### config.mk
export PLATFORM = sky130hd
export DESIGN_NAME = sha256_hash_engine_core
export DESIGN_NICKNAME = d
export VERILOG_FILES = /design/src/rtl/sha256_pkg.sv /design/src/rtl/sha256_round_unit.sv /design/src/rtl/sha256_hash_engine_core.sv
export SDC_FILE = /design/constraint.sdc
export NUM_CORES = 2
export LEC_CHECK = 0
export BUFFER_PORTS_ARGS = -buffer_cell sky130_fd_sc_hd__buf_2
export CORE_MARGIN = 2
export CORE_UTILIZATION = 55
export CTS_CLUSTER_DIAMETER = 200
export DETAILED_ROUTE_END_ITERATION = 10
export PLACE_DENSITY_LB_ADDON = 0.08
export SETUP_SLACK_MARGIN = 0.3
export SLEW_MARGIN = 30
export SYNTH_ARGS = -nofsm -noshare
export SYNTH_HDL_FRONTEND = slang
export SYNTH_SLANG_ARGS = --single-unit
### constraint.sdc
create_clock -name aclk -period 58.7 [get_ports aclk]
set_input_delay 2.935 -clock aclk [delete_from_list [all_inputs] [get_ports aclk]]
set_output_delay 2.935 -clock aclk [all_outputs]
set_load 0.05 [all_outputs]
### src/rtl/sha256_pkg.sv
// Shared constants, types and the rotate function for the SHA-256 hash engine.
package sha256_pkg;

    localparam int unsigned RoundCount = 64;

    localparam logic [31:0] INIT_VECTOR [8] = '{
        32'h6a09e667, 32'hbb67ae85, 32'h3c6ef372, 32'ha54ff53a,
        32'h510e527f, 32'h9b05688c, 32'h1f83d9ab, 32'h5be0cd19
    };

    localparam logic [31:0] ROUND_K [64] = '{
        32'h428a2f98, 32'h71374491, 32'hb5c0fbcf, 32'he9b5dba5,
        32'h3956c25b, 32'h59f111f1, 32'h923f82a4, 32'hab1c5ed5,
        32'hd807aa98, 32'h12835b01, 32'h243185be, 32'h550c7dc3,
        32'h72be5d74, 32'h80deb1fe, 32'h9bdc06a7, 32'hc19bf174,
        32'he49b69c1, 32'hefbe4786, 32'h0fc19dc6, 32'h240ca1cc,
        32'h2de92c6f, 32'h4a7484aa, 32'h5cb0a9dc, 32'h76f988da,
        32'h983e5152, 32'ha831c66d, 32'hb00327c8, 32'hbf597fc7,
        32'hc6e00bf3, 32'hd5a79147, 32'h06ca6351, 32'h14292967,
        32'h27b70a85, 32'h2e1b2138, 32'h4d2c6dfc, 32'h53380d13,
        32'h650a7354, 32'h766a0abb, 32'h81c2c92e, 32'h92722c85,
        32'ha2bfe8a1, 32'ha81a664b, 32'hc24b8b70, 32'hc76c51a3,
        32'hd192e819, 32'hd6990624, 32'hf40e3585, 32'h106aa070,
        32'h19a4c116, 32'h1e376c08, 32'h2748774c, 32'h34b0bcb5,
        32'h391c0cb3, 32'h4ed8aa4a, 32'h5b9cca4f, 32'h682e6ff3,
        32'h748f82ee, 32'h78a5636f, 32'h84c87814, 32'h8cc70208,
        32'h90befffa, 32'ha4506ceb, 32'hbef9a3f7, 32'hc67178f2
    };

    localparam logic [7:0] PAD_BYTE     = 8'h80;
    localparam logic [5:0] LEN_POSITION = 6'd56;

    // Control from the byte packer to the round unit
    typedef struct packed {
        logic start;
    } comp_req_t;

    typedef struct packed {
        logic busy;
        logic done;
    } comp_stat_t;

    function automatic logic [31:0] rotr(input logic [31:0] x, input int unsigned n);
        rotr = (x >> n) | (x << (32 - n));
    endfunction

endpackage

### src/rtl/sha256_round_unit.sv
// SHA-256 compression: one round per cycle over a rolling 16-word schedule.
module sha256_round_unit (
    input  logic                   aclk,
    input  logic                   aresetn,
    input  sha256_pkg::comp_req_t  req,
    output sha256_pkg::comp_stat_t stat,
    input  logic [31:0]            block_words [16],
    input  logic [31:0]            chain_in [8],
    output logic [31:0]            chain_out [8]
);

    typedef enum logic [1:0] {
        ST_IDLE,
        ST_ROUND,
        ST_FOLD
    } state_t;

    state_t      state_reg;
    logic [5:0]  round_reg;
    logic [31:0] w_reg [16];
    logic [31:0] v_reg [8];
    logic [31:0] out_reg [8];
    logic        done_reg;

    logic [31:0] s0, s1, w_new, big0, big1, choose, major, t1, t2;

    // Round datapath and next schedule word
    always_comb begin
        s0     = sha256_pkg::rotr(w_reg[1], 7) ^ sha256_pkg::rotr(w_reg[1], 18)
                 ^ (w_reg[1] >> 3);
        s1     = sha256_pkg::rotr(w_reg[14], 17) ^ sha256_pkg::rotr(w_reg[14], 19)
                 ^ (w_reg[14] >> 10);
        w_new  = s1 + w_reg[9] + s0 + w_reg[0];
        big1   = sha256_pkg::rotr(v_reg[4], 6) ^ sha256_pkg::rotr(v_reg[4], 11)
                 ^ sha256_pkg::rotr(v_reg[4], 25);
        choose = (v_reg[4] & v_reg[5]) ^ (~v_reg[4] & v_reg[6]);
        t1     = v_reg[7] + big1 + choose + sha256_pkg::ROUND_K[round_reg] + w_reg[0];
        big0   = sha256_pkg::rotr(v_reg[0], 2) ^ sha256_pkg::rotr(v_reg[0], 13)
                 ^ sha256_pkg::rotr(v_reg[0], 22);
        major  = (v_reg[0] & v_reg[1]) ^ (v_reg[0] & v_reg[2]) ^ (v_reg[1] & v_reg[2]);
        t2     = big0 + major;
    end

    // Sequence the 64 rounds, then add into the chain value
    always_ff @(posedge aclk) begin
        if (!aresetn) begin
            state_reg <= ST_IDLE;
            round_reg <= '0;
            done_reg  <= 1'b0;
        end else begin
            done_reg <= 1'b0;
            case (state_reg)
                ST_IDLE: begin
                    if (req.start) begin
                        w_reg     <= block_words;
                        v_reg     <= chain_in;
                        round_reg <= '0;
                        state_reg <= ST_ROUND;
                    end
                end
                ST_ROUND: begin
                    for (int i = 0; i < 15; i++) w_reg[i] <= w_reg[i+1];
                    w_reg[15] <= w_new;
                    v_reg[7] <= v_reg[6];
                    v_reg[6] <= v_reg[5];
                    v_reg[5] <= v_reg[4];
                    v_reg[4] <= v_reg[3] + t1;
                    v_reg[3] <= v_reg[2];
                    v_reg[2] <= v_reg[1];
                    v_reg[1] <= v_reg[0];
                    v_reg[0] <= t1 + t2;
                    round_reg <= round_reg + 6'd1;
                    if (round_reg == 6'(sha256_pkg::RoundCount - 1)) state_reg <= ST_FOLD;
                end
                ST_FOLD: begin
                    for (int i = 0; i < 8; i++) out_reg[i] <= chain_in[i] + v_reg[i];
                    done_reg  <= 1'b1;
                    state_reg <= ST_IDLE;
                end
                default: state_reg <= ST_IDLE;
            endcase
        end
    end

    assign stat.busy = (state_reg != ST_IDLE) || done_reg;
    assign stat.done = done_reg;
    assign chain_out = out_reg;

endmodule

### src/rtl/sha256_hash_engine_core.sv
// Top level of the streaming SHA-256 hash engine.
// Message words enter on s_ (valid_bytes bytes from the top, end_of_message on the last);
// eight digest words leave on m_, index 0 first. The engine takes a word while idle, packs
// one byte per cycle into a 64-byte block (pausing while a full block is compressed) and
// then closes the word before it takes the next. Each full block goes to a round unit that
// runs one round per cycle; from hand-over to result no input is taken. End of message adds
// padding one byte per cycle (up to 72 bytes, with a step that writes no byte on reaching
// the length field), one or two compressions, then the eight digest transfers. The chain
// value returns to the initial vector afterwards.
module sha256_hash_engine_core (
    input  logic        aclk,
    input  logic        aresetn,
    input  logic        s_valid,
    output logic        s_ready,
    input  logic [31:0] s_data_word,
    input  logic [2:0]  s_valid_bytes,
    input  logic        s_end_of_message,
    output logic        m_valid,
    input  logic        m_ready,
    output logic [31:0] m_digest_word,
    output logic [2:0]  m_digest_index,
    output logic        m_last_word
);

    typedef enum logic [2:0] {
        ST_IDLE,
        ST_DATA,
        ST_PAD,
        ST_COMP,
        ST_OUT
    } state_t;

    state_t      state_reg;
    logic [31:0] word_reg;
    logic [2:0]  left_reg;
    logic        eom_reg;
    logic [31:0] block_reg [16];
    logic [5:0]  fill_reg;
    logic [63:0] bytes_reg;
    logic [63:0] bitlen_reg;
    logic [3:0]  pad_reg;   // 0: 0x80, 1: zero fill, 2..9: length bytes
    logic [31:0] chain_reg [8];
    logic [2:0]  out_idx_reg;
    logic        m_valid_reg;
    logic        after_pad_reg;

    sha256_pkg::comp_req_t  req;
    sha256_pkg::comp_stat_t stat;
    logic [31:0]            comp_out [8];
    logic [7:0]             pad_byte;
    logic [7:0]             cur_byte;
    logic [31:0]            packed_word;

    sha256_round_unit u_round (
        .aclk        (aclk),
        .aresetn     (aresetn),
        .req         (req),
        .stat        (stat),
        .block_words (block_reg),
        .chain_in    (chain_reg),
        .chain_out   (comp_out)
    );

    // Select the padding byte for this step
    always_comb begin
        case (pad_reg)
            4'd0:    pad_byte = sha256_pkg::PAD_BYTE;
            4'd1:    pad_byte = 8'h00;
            default: pad_byte = bitlen_reg[8*(3'd7 - 3'(pad_reg - 4'd2)) +: 8];
        endcase
        cur_byte = (state_reg == ST_PAD) ? pad_byte : word_reg[31:24];
        // Clear the word on its first byte, then merge the byte in place
        packed_word = (fill_reg[1:0] == 2'd0) ? 32'd0 : block_reg[fill_reg[5:2]];
        packed_word[8*(3 - fill_reg[1:0]) +: 8] = cur_byte;
    end

    assign req.start = (state_reg == ST_COMP) && !stat.busy && !after_pad_reg;
    assign s_ready   = (state_reg == ST_IDLE);

    always_ff @(posedge aclk) begin
        if (!aresetn) begin
            state_reg     <= ST_IDLE;
            fill_reg      <= '0;
            bytes_reg     <= '0;
            pad_reg       <= '0;
            m_valid_reg   <= 1'b0;
            out_idx_reg   <= '0;
            after_pad_reg <= 1'b0;
            chain_reg     <= sha256_pkg::INIT_VECTOR;
        end else begin
            case (state_reg)
                ST_IDLE: begin
                    if (s_valid) begin
                        word_reg  <= s_data_word;
                        left_reg  <= (s_valid_bytes > 3'd4) ? 3'd4 : s_valid_bytes;
                        eom_reg   <= s_end_of_message;
                        pad_reg   <= '0;
                        state_reg <= ST_DATA;
                    end
                end
                // Push one message byte per cycle until the word is used up or the block is full
                ST_DATA: begin
                    if (left_reg == 3'd0) begin
                        if (eom_reg) begin
                            bitlen_reg <= {bytes_reg[60:0], 3'b000};
                            pad_reg    <= '0;
                            state_reg  <= ST_PAD;
                        end else begin
                            state_reg <= ST_IDLE;
                        end
                    end else begin
                        block_reg[fill_reg[5:2]] <= packed_word;
                        word_reg  <= {word_reg[23:0], 8'h00};
                        left_reg  <= left_reg - 3'd1;
                        bytes_reg <= bytes_reg + 64'd1;
                        fill_reg  <= fill_reg + 6'd1;
                        if (fill_reg == 6'd63) begin
                            after_pad_reg <= 1'b0;
                            state_reg     <= ST_COMP;
                        end
                    end
                end
                // Push padding: 0x80, zeros up to byte 56, then the length
                ST_PAD: begin
                    if (pad_reg == 4'd1 && fill_reg == sha256_pkg::LEN_POSITION) begin
                        pad_reg <= 4'd2;
                    end else begin
                        block_reg[fill_reg[5:2]] <= packed_word;
                        fill_reg <= fill_reg + 6'd1;
                        if (pad_reg != 4'd1) pad_reg <= pad_reg + 4'd1;
                        if (fill_reg == 6'd63) begin
                            after_pad_reg <= 1'b0;
                            state_reg     <= ST_COMP;
                        end
                    end
                end
                // Wait for the round unit, then take its result
                ST_COMP: begin
                    if (req.start) after_pad_reg <= 1'b1;
                    if (stat.done) begin
                        chain_reg     <= comp_out;
                        after_pad_reg <= 1'b0;
                        if (pad_reg == 4'd10) begin
                            out_idx_reg <= '0;
                            m_valid_reg <= 1'b1;
                            state_reg   <= ST_OUT;
                        end else if (pad_reg != 4'd0) begin
                            state_reg <= ST_PAD;
                        end else begin
                            state_reg <= ST_DATA;
                        end
                    end
                end
                // Emit the digest, then restore the initial vector
                ST_OUT: begin
                    if (m_ready) begin
                        out_idx_reg <= out_idx_reg + 3'd1;
                        if (out_idx_reg == 3'd7) begin
                            m_valid_reg <= 1'b0;
                            chain_reg   <= sha256_pkg::INIT_VECTOR;
                            fill_reg    <= '0;
                            bytes_reg   <= '0;
                            state_reg   <= ST_IDLE;
                        end
                    end
                end
                default: state_reg <= ST_IDLE;
            endcase
        end
    end

    assign m_valid        = m_valid_reg;
    assign m_digest_word  = chain_reg[out_idx_reg];
    assign m_digest_index = out_idx_reg;
    assign m_last_word    = (out_idx_reg == 3'd7);

    // Output and input never overlap
    a_no_overlap: assert property (@(posedge aclk) disable iff (!aresetn)
        !(m_valid && s_ready)) else $error("input ready while digest pending");

    // Digest indices advance by one per transfer
    a_index_step: assert property (@(posedge aclk) disable iff (!aresetn)
        (m_valid && m_ready && !m_last_word) |=> (m_digest_index == $past(m_digest_index) + 3'd1))
        else $error("digest index skipped");

    // A block is only handed over when the fill pointer wrapped
    a_start_full: assert property (@(posedge aclk) disable iff (!aresetn)
        req.start |-> fill_reg == 6'd0) else $error("partial block compressed");

endmodule
## Yosys cells after proc, flatten, opt, wreduce, memory -nomap -nowiden

Memories as Yosys holds them, arrays and structs flattened.
Cells that the tools add are included.

| cells by class | value |
|---|---|
| add/subtract/negate cells | 28 |
| $mul | 0 |
| divide/modulo/power cells | 0 |
| order comparisons | 5 |
| eq/ne operators | 26 |
| shift-type cells | 3 |
| mux-type cells | 80 |
| bitwise operators | 30 |
| reductions and logical operators | 38 |

Operators by type and width:

| operator | number |
|---|---|
| 512-bit one-hot mux with 2 select lines | 2 |
| 512-bit 2-to-1 mux | 3 |
| 256-bit 2-to-1 mux | 4 |
| 256-bit one-hot mux with 2 select lines | 2 |
| 32-bit adder | 18 |
| 512-bit bitwise mux | 1 |
| 32-bit 2-to-1 mux | 10 |
| 32-bit XOR | 9 |
| 64-bit 2-to-1 mux | 3 |
| 32-bit AND | 5 |
| 32-bit binary-select mux with 4-bit select | 1 |
| 32-bit demux with 4-bit select | 1 |
| 64-bit one-hot mux with 2 select lines | 1 |
| 32-bit binary-select mux with 3-bit select | 1 |
| 64-bit by 1-bit adder with 64-bit output (second input constant) | 1 |
| 32-bit one-hot mux with 2 select lines | 1 |
| 64-bit by 33-bit indexed part select with 8-bit output | 1 |
| 3-bit 2-to-1 mux | 14 |
| 32-bit negation with 34-bit output | 1 |
| 8-bit by 34-bit variable shift with 32-bit output (first input constant) | 1 |
| 8-bit by 34-bit indexed part select with 32-bit output | 1 |
| 32-bit bitwise mux | 1 |
| 32-bit inverter | 1 |
| 10-bit by 32-bit bitwise OR with 32-bit output | 1 |
| 66 further kinds | 126 |

| storage, ports and cells | value |
|---|---|
| flip-flop bits (word level) | 1980 |
| bits in latches | 0 |
| RAM bits | 0 |
| ROM bits | 2048 |
| input port bits | 40 |
| output and inout port bits | 38 |
| word-level logic and storage cells | 281 |
| memories | 1 |

Memory list:

| memory | depth | width | rd ports | clocked after memory_dff | wr ports | line | RTL |
|---|---|---|---|---|---|---|---|
| (name not given) | 64 | 32 | 1 | 0 | 0 | sha256_round_unit.sv:37 | `t1 = v_reg[7] + big1 + choose + sha256_pkg::ROUND_K[round_reg] + w_reg[0];` |

## Longest topological paths before layout

| logic depth | value |
|---|---|
| depth in word-level cells | 10 |
| gate-level depth with buffers | 40 |
| depth with buffers taken out | 38 |

## Hierarchy

Synthesis repeated with hierarchy kept, for this count alone.

| unflattened totals | value |
|---|---|
| cell total of the unflattened synthesis | 10082 |
| area, all modules | 107767.1 um2 |

By module, submodules not included:

| module | instances | cells an instance | area each (um2) |
|---|---|---|---|
| sha256_round_unit | 1 | 7208 | 68704.6 |
| sha256_hash_engine_core | 1 | 2874 | 39062.5 |

## Worst setup path before layout

OpenSTA, ideal clock, no wires.

| timing path | value |
|---|---|
| path type | input -> register |
| from | input aresetn |
| to | register u_round.v_reg[0] (netlist bit) (enable) |
| library setup time | 1243 ps |
| data arrival time | 20373 ps |
| setup slack | 37084 ps |
| stages on the path | 2 |
| path through | clkbuf_1 -> and2_1 |

| on the way | value |
|---|---|
| longest elaborated chain between the ends | 1 |

RTL lines:

| element | line | RTL |
|---|---|---|
| start: declaration | sha256_hash_engine_core.sv:12 | `input logic aresetn,` |
| 3-bit AND reduction (no line) | -- |  |
| end signal: assignment | sha256_round_unit.sv:56 | `v_reg <= chain_in;` |
| end: declaration | sha256_round_unit.sv:21 | `logic [31:0] v_reg [8];` |

No other way between the ends.
A chain may end at the register's enable or synchronous reset.

## Worst setup path in the final report

| timing path | value |
|---|---|
| from | register u_round.round_reg[1] |
| to | register u_round.v_reg[251] (netlist bit) (data pin) |

| on the way | value |
|---|---|
| longest elaborated chain between the ends | 8 |

RTL lines:

| element | line | RTL |
|---|---|---|
| start: declaration | sha256_round_unit.sv:19 | `logic [5:0] round_reg;` |
| start signal: assignment | sha256_round_unit.sv:72 | `round_reg <= round_reg + 6'd1;` |
| 6-bit inverter with 7-bit output (not written as such) | sha256_round_unit.sv:37 |  |
| memory read 64 x 32 bit | -- |  |
| 32-bit 2-to-1 mux (not written as such) (2 in a row) | sha256_round_unit.sv:37 |  |
| 32-bit adder (2 in a row) | sha256_round_unit.sv:37 |  |
| 32-bit adder | sha256_round_unit.sv:71 | `v_reg[0] <= t1 + t2;` |
| 256-bit one-hot mux with 2 select lines | sha256_round_unit.sv:52 | `case (state_reg)` |

No other way between the ends. The select of a mux whose other input is x is not followed.

==> impl_metrics.prom <==
# TYPE chip_impl_metric gauge
chip_impl_info{name="outcome",value="completed"} 1
chip_impl_metric{name="total_number_of_vias",unit=""} 77100
chip_impl_metric{name="timing.critical_path.arrival",unit="ns"} 11.02
chip_impl_metric{name="clkLatencyLatePin",unit="ns"} 0.91
chip_impl_metric{name="fin_setup_tns",unit="ns"} 0
chip_impl_metric{name="preCtsSetupSlack",unit="ns"} 48.51
chip_impl_metric{name="power.clock.fraction",unit=""} 0.397
chip_impl_metric{name="drt_drc_violations_left",unit=""} 0
chip_impl_metric{name="synth_enable_flop_cells",unit=""} 1633
chip_impl_metric{name="syn_avg_cell_area",unit="sq um"} 10.64
chip_impl_metric{name="layout_setup_ws",unit="ns"} 48.23
chip_impl_metric{name="ioPinCount",unit=""} 78
chip_impl_metric{name="fin_crit",unit="ns"} 10.47
chip_impl_metric{name="vias_in_the_first_global_route",unit=""} 74250
chip_impl_metric{name="netSwitchingFraction",unit=""} 0.2703
chip_impl_metric{name="ff_latch_area",unit="sq mm"} 0.05595
chip_impl_metric{name="cts_h_tree_lvls",unit=""} 4
chip_impl_metric{name="total_leakage_power",unit="nW"} 45.35
chip_impl_metric{name="tightest_slew",unit="ns"} 1.205
chip_impl_metric{name="synth_seq_area_share",unit=""} 0.5253
chip_impl_info{name="worst_setup_path_end_kind",value="flip-flop"} 1
chip_impl_metric{name="cts-buffers-inserted",unit=""} 206
chip_impl_metric{name="clk_transition_reported_paths",unit="ns"} 0.07
chip_impl_metric{name="grt-ovfl-total",unit=""} 0
chip_impl_metric{name="async_flop_share",unit=""} 0
chip_impl_metric{name="vias_per_cell",unit=""} 6.104
chip_impl_metric{name="drt_pre_antenna_iters",unit=""} 6
chip_impl_metric{name="die_area",unit="sq mm"} 0.1971
chip_impl_info{name="synth_most_common_cell",value="nand2_1"} 1
chip_impl_metric{name="postSynthNetCount",unit=""} 10650
chip_impl_metric{name="cp_data_required_time",unit="ns"} 59.25
chip_impl_info{name="worst-setup-path-type",value="flip-flop to flip-flop"} 1
chip_impl_metric{name="timing.clock.skew",unit="ns"} 0.09453
chip_impl_info{name="netlist_top_cells_area",value="edfxtp_1, nand2_1, dfxtp_1"} 1
chip_impl_metric{name="multi_input_comb_area",unit="sq mm"} 0.04746
chip_impl_metric{name="grt.total_usage",unit=""} 0.3467
chip_impl_metric{name="post-synth-top-area-fraction",unit=""} 0.4606
chip_impl_metric{name="initial_antenna_violation_count",unit=""} 12
chip_impl_info{name="tritoncts",value="built"} 1
chip_impl_metric{name="timing.slew.headroom",unit=""} 0.1967
chip_impl_metric{name="area.growth.synth_to_final",unit="%"} 9.519
chip_impl_info{name="critPathSlowestCell",value="ha_1"} 1
chip_impl_metric{name="critPathMaxFanout",unit=""} 13
chip_impl_info{name="hold_path.class",value="flip-flop to flip-flop"} 1
chip_impl_metric{name="layout-drive-gt1-share",unit=""} 0.09065
chip_impl_metric{name="routabilityCongestion",unit=""} 0.9772
chip_impl_metric{name="place.detailed.hpwl",unit="um"} 240000
chip_impl_metric{name="design.final.nets",unit=""} 10560
chip_impl_metric{name="cts.path.max_buffers",unit=""} 3
chip_impl_info{name="grt_setup_unrepaired",value="no"} 1
chip_impl_metric{name="start_util",unit=""} 0.5534
chip_impl_metric{name="synth.cell_area",unit="sq mm"} 0.1065
chip_impl_metric{name="setup-violations-final",unit=""} 0
chip_impl_metric{name="cp_slowest_stage_delay",unit="ns"} 0.94
chip_impl_metric{name="finalWirelength",unit="um"} 344100
chip_impl_metric{name="core_region_area",unit="sq mm"} 0.1924
chip_impl_info{name="ys_top_cells_by_count",value="nand2_1, edfxtp_1, a21oi_1, clkbuf_1, xnor2_1"} 1
chip_impl_metric{name="power_density",unit="mW/mm^2"} 29.12
chip_impl_metric{name="wire_length_of_the_first_global_routing_pass",unit="um"} 503800
chip_impl_metric{name="y_dimension_of_the_die",unit="um"} 444.0
chip_impl_metric{name="grt_start_max_net_pins",unit=""} 174
chip_impl_metric{name="antenna_violating_nets_post_route",unit=""} 0
chip_impl_metric{name="cts_setup_buffers",unit=""} 0
chip_impl_info{name="ctsRootBufferMaster",value="clkbuf_16"} 1
chip_impl_metric{name="cell_internal_pwr",unit="mW"} 2.478
chip_impl_metric{name="post_synth_num_cell_types",unit=""} 91
chip_impl_metric{name="totalPowerFinal",unit="mW"} 3.396
chip_impl_metric{name="worst_ir_drop_vdd",unit="uV"} 28.71
chip_impl_info{name="ys_dominant_reg_cell",value="edfxtp_1"} 1
chip_impl_metric{name="fmaxAchievable",unit="MHz"} 95.52
chip_impl_metric{name="seqPwrFrac",unit=""} 0.465
chip_impl_metric{name="netlist_instances",unit=""} 10000
chip_impl_info{name="cp-start-kind",value="flip-flop"} 1
chip_impl_metric{name="power.share.combinational",unit=""} 0.138
chip_impl_info{name="synthDominantAreaCellType",value="edfxtp_1"} 1
chip_impl_metric{name="maxCapViolCount",unit=""} 0
chip_impl_metric{name="nFillCells",unit=""} 15670
chip_impl_metric{name="switchingPower",unit="uW"} 917.9
chip_impl_metric{name="floorplan.die.width",unit="um"} 444.0
chip_impl_metric{name="yosysWarningCount",unit=""} 0
chip_impl_metric{name="avgRoutedWirePerCell",unit="um"} 27.24
chip_impl_metric{name="clock_sink_count",unit=""} 1977
chip_impl_metric{name="cts-hold-fix-buffers",unit=""} 0
chip_impl_metric{name="final-max-slew-violation-count",unit=""} 0
chip_impl_metric{name="place.port_buffers",unit=""} 77
chip_impl_metric{name="post_cts_resized",unit=""} 0
chip_impl_metric{name="final_min_period_over_clock_period",unit=""} 0.1783
chip_impl_metric{name="timing_hold_violations_final",unit=""} 0
chip_impl_metric{name="postSynthRegisterBits",unit=""} 1977
chip_impl_metric{name="rows",unit=""} 161
chip_impl_metric{name="violation_count_after_the_first_detailed_route_iteration",unit=""} 7886
cell families (layout without fill, tap and decap cells):
logic type / count (synthesis) / after routing / synth area share
multiplexers: 324 / 324 / 0.05969
AND/OR/NAND/NOR: 3965 / 3965 / 0.1524
buffers and inverters: 919 / 1009 / 0.03259
other: 0 / 11 / 0
XOR/XNOR: 646 / 646 / 0.05340
adder cells (fa/ha/maj): 607 / 607 / 0.08502
flip-flops: 1977 / 1977 / 0.5253
AO/OA/AOI/OAI: 1566 / 1566 / 0.09158
power groups by stage:
stage | combinational (mW) | clock, mW | sequential, mW
detailed placement | 0.460 | 0 | 1.61
floorplan | 0.307 | 0 | 1.61
global placement | 0.450 | 0 | 1.61
finish | 0.470 | 1.35 | 1.58
CTS | 0.463 | 1.36 | 1.58
global route | 0.509 | 1.41 | 1.58
per-stage QoR:
step                instances    util  hold slack (ns)  cell area (sq um)
CTS                     12620  0.6051           0.4355             116400
floorplan               10000       -           0.4280             106500
global placement        12220  0.5677           0.4331             109200
detailed placement      12230  0.5689           0.4422             109400
global route            12630  0.6060           0.4408             116600
finish                  12630  0.6061           0.4265             116600
final cells by class:
class / count / share of cell area
inverters: 425 / 0.01368
multi-input cells: 7108 / 0.4070
clock buffers: 272 / 0.04789
well taps: 2526 / 0.02711
diodes: 11 / 0.0002361
flip-flops and latches: 1977 / 0.4799
clock inverters: 114 / 0.01178
repair buffers: 198 / 0.01237
routing by layer:
metal  up-vias  track usage  share of wire
li1      34890            -              -
met1     38520       0.4645           0.41
met2      3051       0.5595           0.47
met3       624      0.05185          0.069
met4         8       0.1610          0.053
met5         -            0        0.00015
cells in the final DEF (no fill, tap or decap), drive strengths merged, types with 47 or more instances in the layout:
cell / count
ha: 409
clkbuf: 273
nand2: 2969
o21ai: 371
inv: 424
nor2: 337
xor2: 204
a21o: 198
clkinv: 92
edfxtp: 1633
nand3: 259
and3: 54
o21bai: 57
a31oi: 59
mux4: 244
nand2b: 48
xnor2: 440
o21a: 54
mux2: 47
a211oi: 68
buf: 197
dfxtp: 344
fa: 195
nor3: 83
a21oi: 482
critical path: cells and delay by family (launching register included):
family,cells,cell delay (ns)
AO/OA/AOI/OAI,15,3.40
adder cells (fa/ha/maj),8,3.35
AND/OR/NAND/NOR,5,1.59
buffers and inverters,6,0.82
XOR/XNOR,2,0.64
flip-flops,1,0.34
final timing paths:
path	startpoint	endpoint	slack [ns]	cells after the start
worst max-delay path	u_round.round_reg[1]	u_round.v_reg[251]	48.23	36
worst min-delay path	u_round.chain_out[157]	chain_reg[157]	0.43	2
worst max register to register	u_round.round_reg[1]	u_round.v_reg[251]	48.23	36
worst min register to register	u_round.chain_out[157]	chain_reg[157]	0.43	2
Note: power is estimated with default switching activity, not from simulation.
